==> src/rtl/prc_pkg.sv <==
// prc_pkg: shared types, widths and codes of the point region classifier
// no dependencies; taken in by every other file of the block
`default_nettype none

package prc_pkg;

    // default coordinate width of a point component
    localparam int COORD_WIDTH_DEF = 16;

    // fixed field widths
    localparam int TAG_W      = 16;
    localparam int CFG_DATA_W = 48;
    localparam int CFG_IDX_W  = 3;
    localparam int KIND_W     = 3;
    localparam int AXIS_W     = 2;
    localparam int RAD_W      = 16;

    // component differences saturate in magnitude at DIFF_CAP
    localparam int DIFF_CAP   = 262144;
    localparam int MAG_W      = 19;
    localparam int SQ_W       = 37;
    localparam int SUM_W      = 39;

    // widened radii and their squares
    localparam int OUTER_W    = RAD_W + 1;
    localparam int OUTER2_W   = 2 * OUTER_W;
    localparam int INNER2_W   = 2 * RAD_W;

    // region kinds
    localparam logic [KIND_W-1:0] KIND_ALL     = 3'd0;
    localparam logic [KIND_W-1:0] KIND_BOX     = 3'd1;
    localparam logic [KIND_W-1:0] KIND_CIRCLE  = 3'd2;
    localparam logic [KIND_W-1:0] KIND_ANNULUS = 3'd3;
    localparam logic [KIND_W-1:0] KIND_SPHERE  = 3'd4;

    // normal axis codes
    localparam logic [AXIS_W-1:0] AXIS_X = 2'd0;
    localparam logic [AXIS_W-1:0] AXIS_Y = 2'd1;
    localparam logic [AXIS_W-1:0] AXIS_Z = 2'd2;

    // configuration register indexes
    typedef enum logic [CFG_IDX_W-1:0] {
        CFG_REGION_KIND     = 3'd0,
        CFG_BOX_LOW_CORNER  = 3'd1,
        CFG_BOX_HIGH_CORNER = 3'd2,
        CFG_REGION_CENTER   = 3'd3,
        CFG_NORMAL_AXIS     = 3'd4,
        CFG_OUTER_RADIUS    = 3'd5,
        CFG_INNER_RADIUS    = 3'd6,
        CFG_TOLERANCE       = 3'd7
    } cfg_index_t;

    // configuration register file
    typedef struct packed {
        logic [KIND_W-1:0]     kind;
        logic [CFG_DATA_W-1:0] low;
        logic [CFG_DATA_W-1:0] high;
        logic [CFG_DATA_W-1:0] center;
        logic [AXIS_W-1:0]     axis;
        logic [RAD_W-1:0]      outer;
        logic [RAD_W-1:0]      inner;
        logic [RAD_W-1:0]      tol;
    } cfg_t;

    // after the difference stage
    typedef struct packed {
        logic [TAG_W-1:0]          tag;
        logic [2:0][MAG_W-1:0]     mag;
        logic                      box_ok;
        logic [KIND_W-1:0]         kind;
        logic [AXIS_W-1:0]         axis;
        logic [OUTER_W-1:0]        outer_sum;
        logic                      inner_on;
        logic [RAD_W-1:0]          inner_r;
    } diff_t;

    // after the square stage
    typedef struct packed {
        logic [TAG_W-1:0]          tag;
        logic [2:0][SQ_W-1:0]      sq;
        logic                      box_ok;
        logic [KIND_W-1:0]         kind;
        logic [AXIS_W-1:0]         axis;
        logic [OUTER2_W-1:0]       outer2;
        logic                      inner_on;
        logic [INNER2_W-1:0]       inner2;
    } square_t;

    // after the sum stage
    typedef struct packed {
        logic [TAG_W-1:0]          tag;
        logic [SUM_W-1:0]          d2all;
        logic [SUM_W-1:0]          d2rad;
        logic                      box_ok;
        logic [KIND_W-1:0]         kind;
        logic [OUTER2_W-1:0]       outer2;
        logic                      inner_on;
        logic [INNER2_W-1:0]       inner2;
    } sum_t;

    // classified item
    typedef struct packed {
        logic             in_region;
        logic [TAG_W-1:0] tag;
    } result_t;

endpackage

`default_nettype wire

==> src/rtl/prc_point_if.sv <==
// prc_point_if: valid/ready channel carrying one point item
// depends on prc_pkg
`default_nettype none

interface prc_point_if
    import prc_pkg::*;
#(
    parameter int COORD_WIDTH = COORD_WIDTH_DEF
)
();
    logic                          valid;
    logic                          ready;
    logic signed [COORD_WIDTH-1:0] point_x;
    logic signed [COORD_WIDTH-1:0] point_y;
    logic signed [COORD_WIDTH-1:0] point_z;
    logic [TAG_W-1:0]              point_tag;

    modport source (output valid, point_x, point_y, point_z, point_tag, input ready);
    modport sink   (input valid, point_x, point_y, point_z, point_tag, output ready);
endinterface

`default_nettype wire

==> src/rtl/prc_result_if.sv <==
// prc_result_if: valid/ready channel carrying one classification item
// depends on prc_pkg
`default_nettype none

interface prc_result_if
    import prc_pkg::*;
();
    logic             valid;
    logic             ready;
    logic             inside_res;
    logic [TAG_W-1:0] result_tag;

    modport source (output valid, inside_res, result_tag, input ready);
    modport sink   (input valid, inside_res, result_tag, output ready);
endinterface

`default_nettype wire

==> src/rtl/prc_diff_stage.sv <==
// prc_diff_stage: first pipeline stage, center differences and box test
// depends on prc_pkg
`default_nettype none

module prc_diff_stage
    import prc_pkg::*;
#(
    parameter int COORD_WIDTH = COORD_WIDTH_DEF
)
(
    input  wire logic                          clk,
    input  wire logic                          rst_n,
    input  wire cfg_t                          cfg,
    input  wire logic                          up_valid,
    output logic                               up_ready,
    input  wire logic signed [COORD_WIDTH-1:0] px,
    input  wire logic signed [COORD_WIDTH-1:0] py,
    input  wire logic signed [COORD_WIDTH-1:0] pz,
    input  wire logic [TAG_W-1:0]              ptag,
    output logic                               dn_valid,
    input  wire logic                          dn_ready,
    output diff_t                              dn
);
    localparam int EXT_W = 3 * COORD_WIDTH;
    localparam int DW    = COORD_WIDTH + 1;
    localparam int MW    = (DW > MAG_W) ? DW : MAG_W;
    localparam int BW    = COORD_WIDTH + 18;

    logic                  valid_reg;
    diff_t                 data_reg;
    diff_t                 data_next;
    logic [EXT_W-1:0]      low_ext;
    logic [EXT_W-1:0]      high_ext;
    logic [EXT_W-1:0]      center_ext;
    logic [2:0][COORD_WIDTH-1:0] pt;
    logic [2:0]            axis_ok;

    // packed fields: zero beyond the register, cut when narrower
    assign low_ext    = EXT_W'({{EXT_W{1'b0}}, cfg.low});
    assign high_ext   = EXT_W'({{EXT_W{1'b0}}, cfg.high});
    assign center_ext = EXT_W'({{EXT_W{1'b0}}, cfg.center});

    assign pt[0] = px;
    assign pt[1] = py;
    assign pt[2] = pz;

    // per axis: saturated distance to center and widened box bounds
    for (genvar i = 0; i < 3; i++) begin : g_axis
        logic signed [COORD_WIDTH-1:0] c;
        logic signed [DW-1:0]          d;
        logic [DW-1:0]                 m;
        logic [MW-1:0]                 m_ext;
        logic signed [BW-1:0]          p_b;
        logic signed [BW-1:0]          lo_b;
        logic signed [BW-1:0]          hi_b;
        logic signed [BW-1:0]          tol_b;

        assign c     = center_ext[i*COORD_WIDTH +: COORD_WIDTH];
        assign d     = {pt[i][COORD_WIDTH-1], pt[i]} - {c[COORD_WIDTH-1], c};
        assign m     = d[DW-1] ? DW'(-d) : DW'(d);
        assign m_ext = MW'(m);
        assign data_next.mag[i] = (m_ext > MW'(DIFF_CAP)) ? MAG_W'(DIFF_CAP)
                                                           : m_ext[MAG_W-1:0];

        assign tol_b = {{(BW-RAD_W){1'b0}}, cfg.tol};
        assign p_b   = {{(BW-COORD_WIDTH){pt[i][COORD_WIDTH-1]}}, pt[i]};
        assign lo_b  = {{(BW-COORD_WIDTH){low_ext[(i+1)*COORD_WIDTH-1]}},
                        low_ext[i*COORD_WIDTH +: COORD_WIDTH]} - tol_b;
        assign hi_b  = {{(BW-COORD_WIDTH){high_ext[(i+1)*COORD_WIDTH-1]}},
                        high_ext[i*COORD_WIDTH +: COORD_WIDTH]} + tol_b;
        assign axis_ok[i] = (p_b >= lo_b) && (p_b <= hi_b);
    end

    // radii widened and narrowed by the tolerance
    assign data_next.tag       = ptag;
    assign data_next.box_ok    = &axis_ok;
    assign data_next.kind      = cfg.kind;
    assign data_next.axis      = cfg.axis;
    assign data_next.outer_sum = {1'b0, cfg.outer} + {1'b0, cfg.tol};
    assign data_next.inner_on  = cfg.inner > cfg.tol;
    assign data_next.inner_r   = cfg.inner - cfg.tol;

    // stage handshake
    assign up_ready = !valid_reg || dn_ready;

    always_ff @(posedge clk or negedge rst_n)
    begin
        if (!rst_n)
        begin
            valid_reg <= 1'b0;
        end
        else if (up_ready)
        begin
            valid_reg <= up_valid;
        end
    end

    always_ff @(posedge clk)
    begin
        if (up_ready && up_valid)
        begin
            data_reg <= data_next;
        end
    end

    assign dn_valid = valid_reg;
    assign dn       = data_reg;
endmodule

`default_nettype wire

==> src/rtl/prc_square_stage.sv <==
// prc_square_stage: second pipeline stage, squares of differences and radii
// depends on prc_pkg
`default_nettype none

module prc_square_stage
    import prc_pkg::*;
(
    input  wire logic  clk,
    input  wire logic  rst_n,
    input  wire logic  up_valid,
    output logic       up_ready,
    input  wire diff_t up,
    output logic       dn_valid,
    input  wire logic  dn_ready,
    output square_t    dn
);
    logic    valid_reg;
    square_t data_reg;
    square_t data_next;

    // one multiplier per component, magnitude is at most the cap
    for (genvar i = 0; i < 3; i++) begin : g_sq
        logic [2*MAG_W-1:0] prod;
        assign prod = up.mag[i] * up.mag[i];
        assign data_next.sq[i] = prod[SQ_W-1:0];
    end

    // squared bounds
    assign data_next.outer2   = up.outer_sum * up.outer_sum;
    assign data_next.inner2   = up.inner_r * up.inner_r;
    assign data_next.tag      = up.tag;
    assign data_next.box_ok   = up.box_ok;
    assign data_next.kind     = up.kind;
    assign data_next.axis     = up.axis;
    assign data_next.inner_on = up.inner_on;

    // stage handshake
    assign up_ready = !valid_reg || dn_ready;

    always_ff @(posedge clk or negedge rst_n)
    begin
        if (!rst_n)
        begin
            valid_reg <= 1'b0;
        end
        else if (up_ready)
        begin
            valid_reg <= up_valid;
        end
    end

    always_ff @(posedge clk)
    begin
        if (up_ready && up_valid)
        begin
            data_reg <= data_next;
        end
    end

    assign dn_valid = valid_reg;
    assign dn       = data_reg;
endmodule

`default_nettype wire

==> src/rtl/prc_sum_stage.sv <==
// prc_sum_stage: third pipeline stage, full and radial squared distances
// depends on prc_pkg
`default_nettype none

module prc_sum_stage
    import prc_pkg::*;
(
    input  wire logic    clk,
    input  wire logic    rst_n,
    input  wire logic    up_valid,
    output logic         up_ready,
    input  wire square_t up,
    output logic         dn_valid,
    input  wire logic    dn_ready,
    output sum_t         dn
);
    logic             valid_reg;
    sum_t             data_reg;
    sum_t             data_next;
    logic [2:0][SUM_W-1:0] sq_ext;
    logic [2:0][SUM_W-1:0] sq_rad;

    // the component along the normal axis drops out of the radial sum;
    // an unused axis code keeps all three
    assign sq_ext[0] = SUM_W'(up.sq[0]);
    assign sq_ext[1] = SUM_W'(up.sq[1]);
    assign sq_ext[2] = SUM_W'(up.sq[2]);
    assign sq_rad[0] = (up.axis == AXIS_X) ? '0 : sq_ext[0];
    assign sq_rad[1] = (up.axis == AXIS_Y) ? '0 : sq_ext[1];
    assign sq_rad[2] = (up.axis == AXIS_Z) ? '0 : sq_ext[2];

    assign data_next.d2all    = sq_ext[0] + sq_ext[1] + sq_ext[2];
    assign data_next.d2rad    = sq_rad[0] + sq_rad[1] + sq_rad[2];
    assign data_next.tag      = up.tag;
    assign data_next.box_ok   = up.box_ok;
    assign data_next.kind     = up.kind;
    assign data_next.outer2   = up.outer2;
    assign data_next.inner_on = up.inner_on;
    assign data_next.inner2   = up.inner2;

    // stage handshake
    assign up_ready = !valid_reg || dn_ready;

    always_ff @(posedge clk or negedge rst_n)
    begin
        if (!rst_n)
        begin
            valid_reg <= 1'b0;
        end
        else if (up_ready)
        begin
            valid_reg <= up_valid;
        end
    end

    always_ff @(posedge clk)
    begin
        if (up_ready && up_valid)
        begin
            data_reg <= data_next;
        end
    end

    assign dn_valid = valid_reg;
    assign dn       = data_reg;
endmodule

`default_nettype wire

==> src/rtl/prc_decide_stage.sv <==
// prc_decide_stage: last pipeline stage, bound compares and output register
// depends on prc_pkg
`default_nettype none

module prc_decide_stage
    import prc_pkg::*;
(
    input  wire logic clk,
    input  wire logic rst_n,
    input  wire logic up_valid,
    output logic      up_ready,
    input  wire sum_t up,
    output logic      dn_valid,
    input  wire logic dn_ready,
    output result_t   dn
);
    logic    valid_reg;
    result_t data_reg;
    result_t data_next;
    logic    rad_in;
    logic    sph_in;
    logic    hole;

    // squared distance against squared bounds
    assign rad_in = up.d2rad <= SUM_W'(up.outer2);
    assign sph_in = up.d2all <= SUM_W'(up.outer2);
    assign hole   = up.inner_on && (up.d2rad < SUM_W'(up.inner2));

    // pick the test of the region kind
    always_comb
    begin
        data_next.tag = up.tag;
        unique case (up.kind)
            KIND_ALL:     data_next.in_region = 1'b1;
            KIND_BOX:     data_next.in_region = up.box_ok;
            KIND_CIRCLE:  data_next.in_region = rad_in;
            KIND_ANNULUS: data_next.in_region = rad_in && !hole;
            KIND_SPHERE:  data_next.in_region = sph_in;
            default:      data_next.in_region = 1'b0;
        endcase
    end

    // output register handshake
    assign up_ready = !valid_reg || dn_ready;

    always_ff @(posedge clk or negedge rst_n)
    begin
        if (!rst_n)
        begin
            valid_reg <= 1'b0;
        end
        else if (up_ready)
        begin
            valid_reg <= up_valid;
        end
    end

    always_ff @(posedge clk)
    begin
        if (up_ready && up_valid)
        begin
            data_reg <= data_next;
        end
    end

    assign dn_valid = valid_reg;
    assign dn       = data_reg;
endmodule

`default_nettype wire

==> src/rtl/point_region_classifier_core.sv <==
// point_region_classifier_core: four pipeline registers (difference, square, sum,
// decide); an accepted point passes through the four registers in that order and
// its result item is valid once the decide register holds it; throughput is one
// item per cycle, each stage holding under stall on its own so bubbles close up.
// Reset clears every stage valid bit and returns the registers to defaults (axis z).
// depends on prc_pkg, prc_point_if, prc_result_if and the four stage modules
`default_nettype none

module point_region_classifier_core
    import prc_pkg::*;
#(
    parameter int COORD_WIDTH = COORD_WIDTH_DEF
)
(
    input  wire logic                  clk,
    input  wire logic                  rst_n,
    prc_point_if.sink                  point,
    prc_result_if.source               result,
    input  wire logic                  cfg_we,
    input  wire logic [CFG_IDX_W-1:0]  cfg_index,
    input  wire logic [CFG_DATA_W-1:0] cfg_data
);
    cfg_t    cfg_reg;
    cfg_t    cfg_next;
    logic    s1_valid;
    logic    s1_ready;
    diff_t   s1_data;
    logic    s2_valid;
    logic    s2_ready;
    square_t s2_data;
    logic    s3_valid;
    logic    s3_ready;
    sum_t    s3_data;
    result_t res_data;

    // register write decode
    always_comb
    begin
        cfg_next = cfg_reg;
        if (cfg_we)
        begin
            unique case (cfg_index_t'(cfg_index))
                CFG_REGION_KIND:     cfg_next.kind   = cfg_data[KIND_W-1:0];
                CFG_BOX_LOW_CORNER:  cfg_next.low    = cfg_data;
                CFG_BOX_HIGH_CORNER: cfg_next.high   = cfg_data;
                CFG_REGION_CENTER:   cfg_next.center = cfg_data;
                CFG_NORMAL_AXIS:     cfg_next.axis   = cfg_data[AXIS_W-1:0];
                CFG_OUTER_RADIUS:    cfg_next.outer  = cfg_data[RAD_W-1:0];
                CFG_INNER_RADIUS:    cfg_next.inner  = cfg_data[RAD_W-1:0];
                CFG_TOLERANCE:       cfg_next.tol    = cfg_data[RAD_W-1:0];
                default:             cfg_next = cfg_reg;
            endcase
        end
    end

    // configuration registers
    always_ff @(posedge clk or negedge rst_n)
    begin
        if (!rst_n)
        begin
            cfg_reg <= '{kind: KIND_ALL, low: '0, high: '0, center: '0,
                         axis: AXIS_Z, outer: '0, inner: '0, tol: '0};
        end
        else
        begin
            cfg_reg <= cfg_next;
        end
    end

    // difference stage
    prc_diff_stage #(
        .COORD_WIDTH (COORD_WIDTH)
    ) u_diff (
        .clk      (clk),
        .rst_n    (rst_n),
        .cfg      (cfg_reg),
        .up_valid (point.valid),
        .up_ready (point.ready),
        .px       (point.point_x),
        .py       (point.point_y),
        .pz       (point.point_z),
        .ptag     (point.point_tag),
        .dn_valid (s1_valid),
        .dn_ready (s1_ready),
        .dn       (s1_data)
    );

    // square stage
    prc_square_stage u_square (
        .clk      (clk),
        .rst_n    (rst_n),
        .up_valid (s1_valid),
        .up_ready (s1_ready),
        .up       (s1_data),
        .dn_valid (s2_valid),
        .dn_ready (s2_ready),
        .dn       (s2_data)
    );

    // sum stage
    prc_sum_stage u_sum (
        .clk      (clk),
        .rst_n    (rst_n),
        .up_valid (s2_valid),
        .up_ready (s2_ready),
        .up       (s2_data),
        .dn_valid (s3_valid),
        .dn_ready (s3_ready),
        .dn       (s3_data)
    );

    // decide stage and output register
    prc_decide_stage u_decide (
        .clk      (clk),
        .rst_n    (rst_n),
        .up_valid (s3_valid),
        .up_ready (s3_ready),
        .up       (s3_data),
        .dn_valid (result.valid),
        .dn_ready (result.ready),
        .dn       (res_data)
    );

    assign result.inside_res = res_data.in_region;
    assign result.result_tag = res_data.tag;
endmodule

`default_nettype wire

==> src/flat_wrapper.sv <==
// flat-port wrapper written by rule: the top's interface ports become plain ports
module point_region_classifier_core_flat import prc_pkg::*;
#(
    parameter int COORD_WIDTH = COORD_WIDTH_DEF
)
  (clk, rst_n, cfg_we, cfg_index, cfg_data, point_valid, point_point_x, point_point_y, point_point_z, point_point_tag, point_ready, result_valid, result_inside_res, result_result_tag, result_ready);
  prc_point_if #(.COORD_WIDTH(COORD_WIDTH)) point_i ();
  prc_result_if result_i ();
  input  wire logic clk;
  input  wire logic rst_n;
  input  wire logic cfg_we;
  input  wire logic [CFG_IDX_W-1:0] cfg_index;
  input  wire logic [CFG_DATA_W-1:0] cfg_data;
  input wire logic [$bits(point_i.valid)-1:0] point_valid;
  input wire logic [$bits(point_i.point_x)-1:0] point_point_x;
  input wire logic [$bits(point_i.point_y)-1:0] point_point_y;
  input wire logic [$bits(point_i.point_z)-1:0] point_point_z;
  input wire logic [$bits(point_i.point_tag)-1:0] point_point_tag;
  output wire logic [$bits(point_i.ready)-1:0] point_ready;
  output wire logic [$bits(result_i.valid)-1:0] result_valid;
  output wire logic [$bits(result_i.inside_res)-1:0] result_inside_res;
  output wire logic [$bits(result_i.result_tag)-1:0] result_result_tag;
  input wire logic [$bits(result_i.ready)-1:0] result_ready;
  assign point_i.valid = point_valid;
  assign point_i.point_x = point_point_x;
  assign point_i.point_y = point_point_y;
  assign point_i.point_z = point_point_z;
  assign point_i.point_tag = point_point_tag;
  assign point_ready = point_i.ready;
  assign result_valid = result_i.valid;
  assign result_inside_res = result_i.inside_res;
  assign result_result_tag = result_i.result_tag;
  assign result_i.ready = result_ready;
  point_region_classifier_core #(.COORD_WIDTH(COORD_WIDTH)) u_core (.clk(clk), .rst_n(rst_n), .point(point_i), .result(result_i), .cfg_we(cfg_we), .cfg_index(cfg_index), .cfg_data(cfg_data));
endmodule
==> config.mk <==
export PLATFORM = sky130hd
export DESIGN_NAME = point_region_classifier_core_flat
export DESIGN_NICKNAME = d
export VERILOG_FILES = /design/src/rtl/prc_pkg.sv /design/src/rtl/prc_point_if.sv /design/src/rtl/prc_result_if.sv /design/src/rtl/prc_diff_stage.sv /design/src/rtl/prc_square_stage.sv /design/src/rtl/prc_sum_stage.sv /design/src/rtl/prc_decide_stage.sv /design/src/rtl/point_region_classifier_core.sv /design/src/flat_wrapper.sv
export SDC_FILE = /design/constraint.sdc
export NUM_CORES = 2
export LEC_CHECK = 0
export ABC_AREA = 1
export BUFFER_PORTS_ARGS = -buffer_cell sky130_fd_sc_hd__buf_4
export CORE_ASPECT_RATIO = 0.5
export CORE_MARGIN = 3
export CORE_UTILIZATION = 25
export CTS_CLUSTER_DIAMETER = 60
export DETAILED_ROUTE_END_ITERATION = 8
export REMOVE_ABC_BUFFERS = 1
export SYNTH_ARGS = -nofsm -noshare
export SYNTH_HDL_FRONTEND = slang
export SYNTH_SLANG_ARGS = --single-unit
==> constraint.sdc <==
create_clock -name clk -period 7.8 [get_ports clk]
set_clock_uncertainty 0.1 [all_clocks]
set_input_delay 0 -clock clk [delete_from_list [all_inputs] [get_ports clk]]
set_output_delay 0 -clock clk [all_outputs]
set_load 0.03 [all_outputs]
==> metrics.cfg <==
[outcome]
status = complete, no violations

[clock_tree]
cts_buffers = 91
insertion_delay_ns = 0.73
clk_pin_slew_ns = 0.06
cts_tree = yes
cts-htree-levels = 3
cts_resized = 0
root_buffer = clkbuf_16
cts.sinks = 678
clockBufferDepth = 3

[placed_design]
detailedPlace.worstSlack_ns = 1.26
gp_congestion = 0.933
portBuffers = 138
hpwl_um = 190000
place_area_um2 = 91200

[floorplan]
die_area_um2 = 348000
core_region_area_um2 = 337000
boundaryPins = 139
initial_core_util_pct = 25.3
die_w_um = 831
num_rows = 150
die_h_um = 419

[global_routing]
grt_max_degree = 101
grt_pass1_vias = 67600
track_usage_pct = 13.5
antenna_found_initial = 7
grt_pass1_wl_um = 372000
grt.overflow.total = 0

[worst_setup_path]
critPathBufInv = 6
cp_slowest_stage_delay_ns = 0.82
critPathKind = reg2reg
worst_setup_path_start_kind = flop
r2r_setup_slack_ns = 1.14
arrival_ns = 7.02
required_ns = 8.16
crit_fanout = 17
crit_path_cell_trace = nand2_1 -> fa_1 -> inv_1 -> fa_1 -> inv_1 -> fa_1 -> inv_1 -> fa_1 -> fa_1 -> inv_1 -> fa_1 -> inv_1 -> ha_1 -> a21oi_1 -> inv_1 -> a31oi_1 -> a21boi_0 -> o21ai_2 -> nand4_1 -> nand2_1 -> nand2_1 -> nand2_1
critPathTopFamily = adder cells
endpoint_kind = flop
slowest_stage = edfxtp_1

[job]
max-cap-violations = 0

[yosys]
ys_ff_latch = 678
avgSynthCellArea_um2 = 8.51
synthArstFlopShare_pct = 29.6
synthDistinctLibCells = 65
yosysWarnings = 0
synth_area_um2 = 85100
ys_seq_area_share_pct = 22.7
synth_cells = 9997
synth_edf_count = 477
synthFlopType = edfxtp_1

[cells_and_area]
nFillCells = 35700
drive_gt1_share_pct = 3.98
final_cell_mix = inv_1 (2,475), nand2_1 (2,082), ha_1 (1,046), fa_1 (1,019), a21oi_1 (483)
final_cell_area_um2 = 96100
largest_register_ffs = 197
syn2layout_area_growth_pct = 13.0
mostFrequentLayoutCell = inv_1
layout.nets = 12400

[route]
wire_per_inst_um = 15.8
drtIter0Drc = 4571
via_per_inst = 4.40
routed_wl_um = 234000
dr_total_vias = 65100
drc = 0
first_pass_iters = 6
antenna_left = 0

[sta]
hold_viol_final = 0
hold_ws_ns = 0.0715
max_clock_freq_ghz = 0.150
worstMarginPinSlew_ns = 1.11
rsz0062_at_grt = false
fin_setup_tns_ns = 0
setup_slack_ns = 1.14
setup_viol = 0
slew_viol_final = 0
period_needed_ns = 6.66
period_share_pct = 85.4
maxSlewHeadroom_pct = 25.8

[worst_hold_path]
hold_class = in2reg

worst min-delay path: stages:
cell and delay (ns):
dlygate4sd3_1 0.53, buf_4 0.10, inv_1 0.08, o21ai_0 0.16
timing repair:
action / in CTS / in global routing
setup buffers: 0 / 0
hold buffers: 170 / 0
hold endpoints to repair: 400 / 0
cell type report:
type / count / area (um^2) / share of cell area (%)
multi-input cells: 6616 / 55600 / 57.8
inverters: 2486 / 9350 / 9.73
clock inverters: 64 / 790 / 0.821
diodes: 5 / 12.5 / 0.0130
repair buffers: 342 / 3020 / 3.14
clock buffers: 103 / 2380 / 2.48
flip-flops and latches: 678 / 19400 / 20.1
well taps: 4484 / 5610 / 5.84
path summary, 6_finish.rpt:
kind,startpoint,end,depth (start not counted)
max,u_core.u_diff.dn[69],u_core.u_square.dn[144],22
min,cfg_data[33],u_core.cfg_reg[83],4
max reg2reg,u_core.u_diff.dn[69],u_core.u_square.dn[144],22
min reg2reg,u_core.u_square.dn[61],u_core.u_sum.dn[61],0
max in group asynchronous,rst_n,u_core.cfg_reg[86],5
min in group asynchronous,rst_n,u_core.cfg_reg[49],3
synth_stat cells, types with 82 or more instances:
cell / number / share of area [%]
clkbuf_1: 210 / 0.93
xor2_1: 253 / 2.6
a21oi_1: 483 / 2.8
o21ai_0: 392 / 2.3
fa_1: 1019 / 24
nand2_1: 2084 / 9.2
xnor2_1: 134 / 1.4
dfrtp_1: 200 / 5.9
inv_1: 2477 / 11
edfxtp_1: 477 / 17
ha_1: 1046 / 15
nor2_1: 446 / 2.0
nand3_1: 235 / 1.4
nor3_1: 82 / 0.48
kinds of logic (layout without fill, tap and decap cells):
logic type,count (synthesis),in the layout,share of synthesized area [%]
compound gates,1135,1135,7.40
xor+xnor,391,391,4.09
fa+ha+maj,2065,2065,39.4
buf+inv,2705,2995,12.0
flops,678,678,22.7
other cells,1,8,0.00441
simple gates,3022,3022,14.4
stage by stage:
stage	instances	utilization, %
after floorplan	9780	-
final	14800	28.6
after global placement	14400	27.1
after global routing	14800	28.6
after CTS	14800	28.6
after detailed placement	14400	27.1
layer usage:
| metal | up-vias | share of wire (%) | GRT usage, % | routed length, um |
|---|---|---|---|---|
| met2 | 1600 | 47 | 22.9 | 110000 |
| met3 | 395 | 5.3 | 1.68 | 12300 |
| met5 | - | 0 | 0 | 0 |
| met4 | 0 | 5.6 | 6.71 | 13100 |
| li1 | 31300 | - | - | - |
| met1 | 31700 | 42 | 17.0 | 98500 |
Power is not shown: default switching activity piles up to over one toggle a cycle in this logic, so the estimate is an artifact.
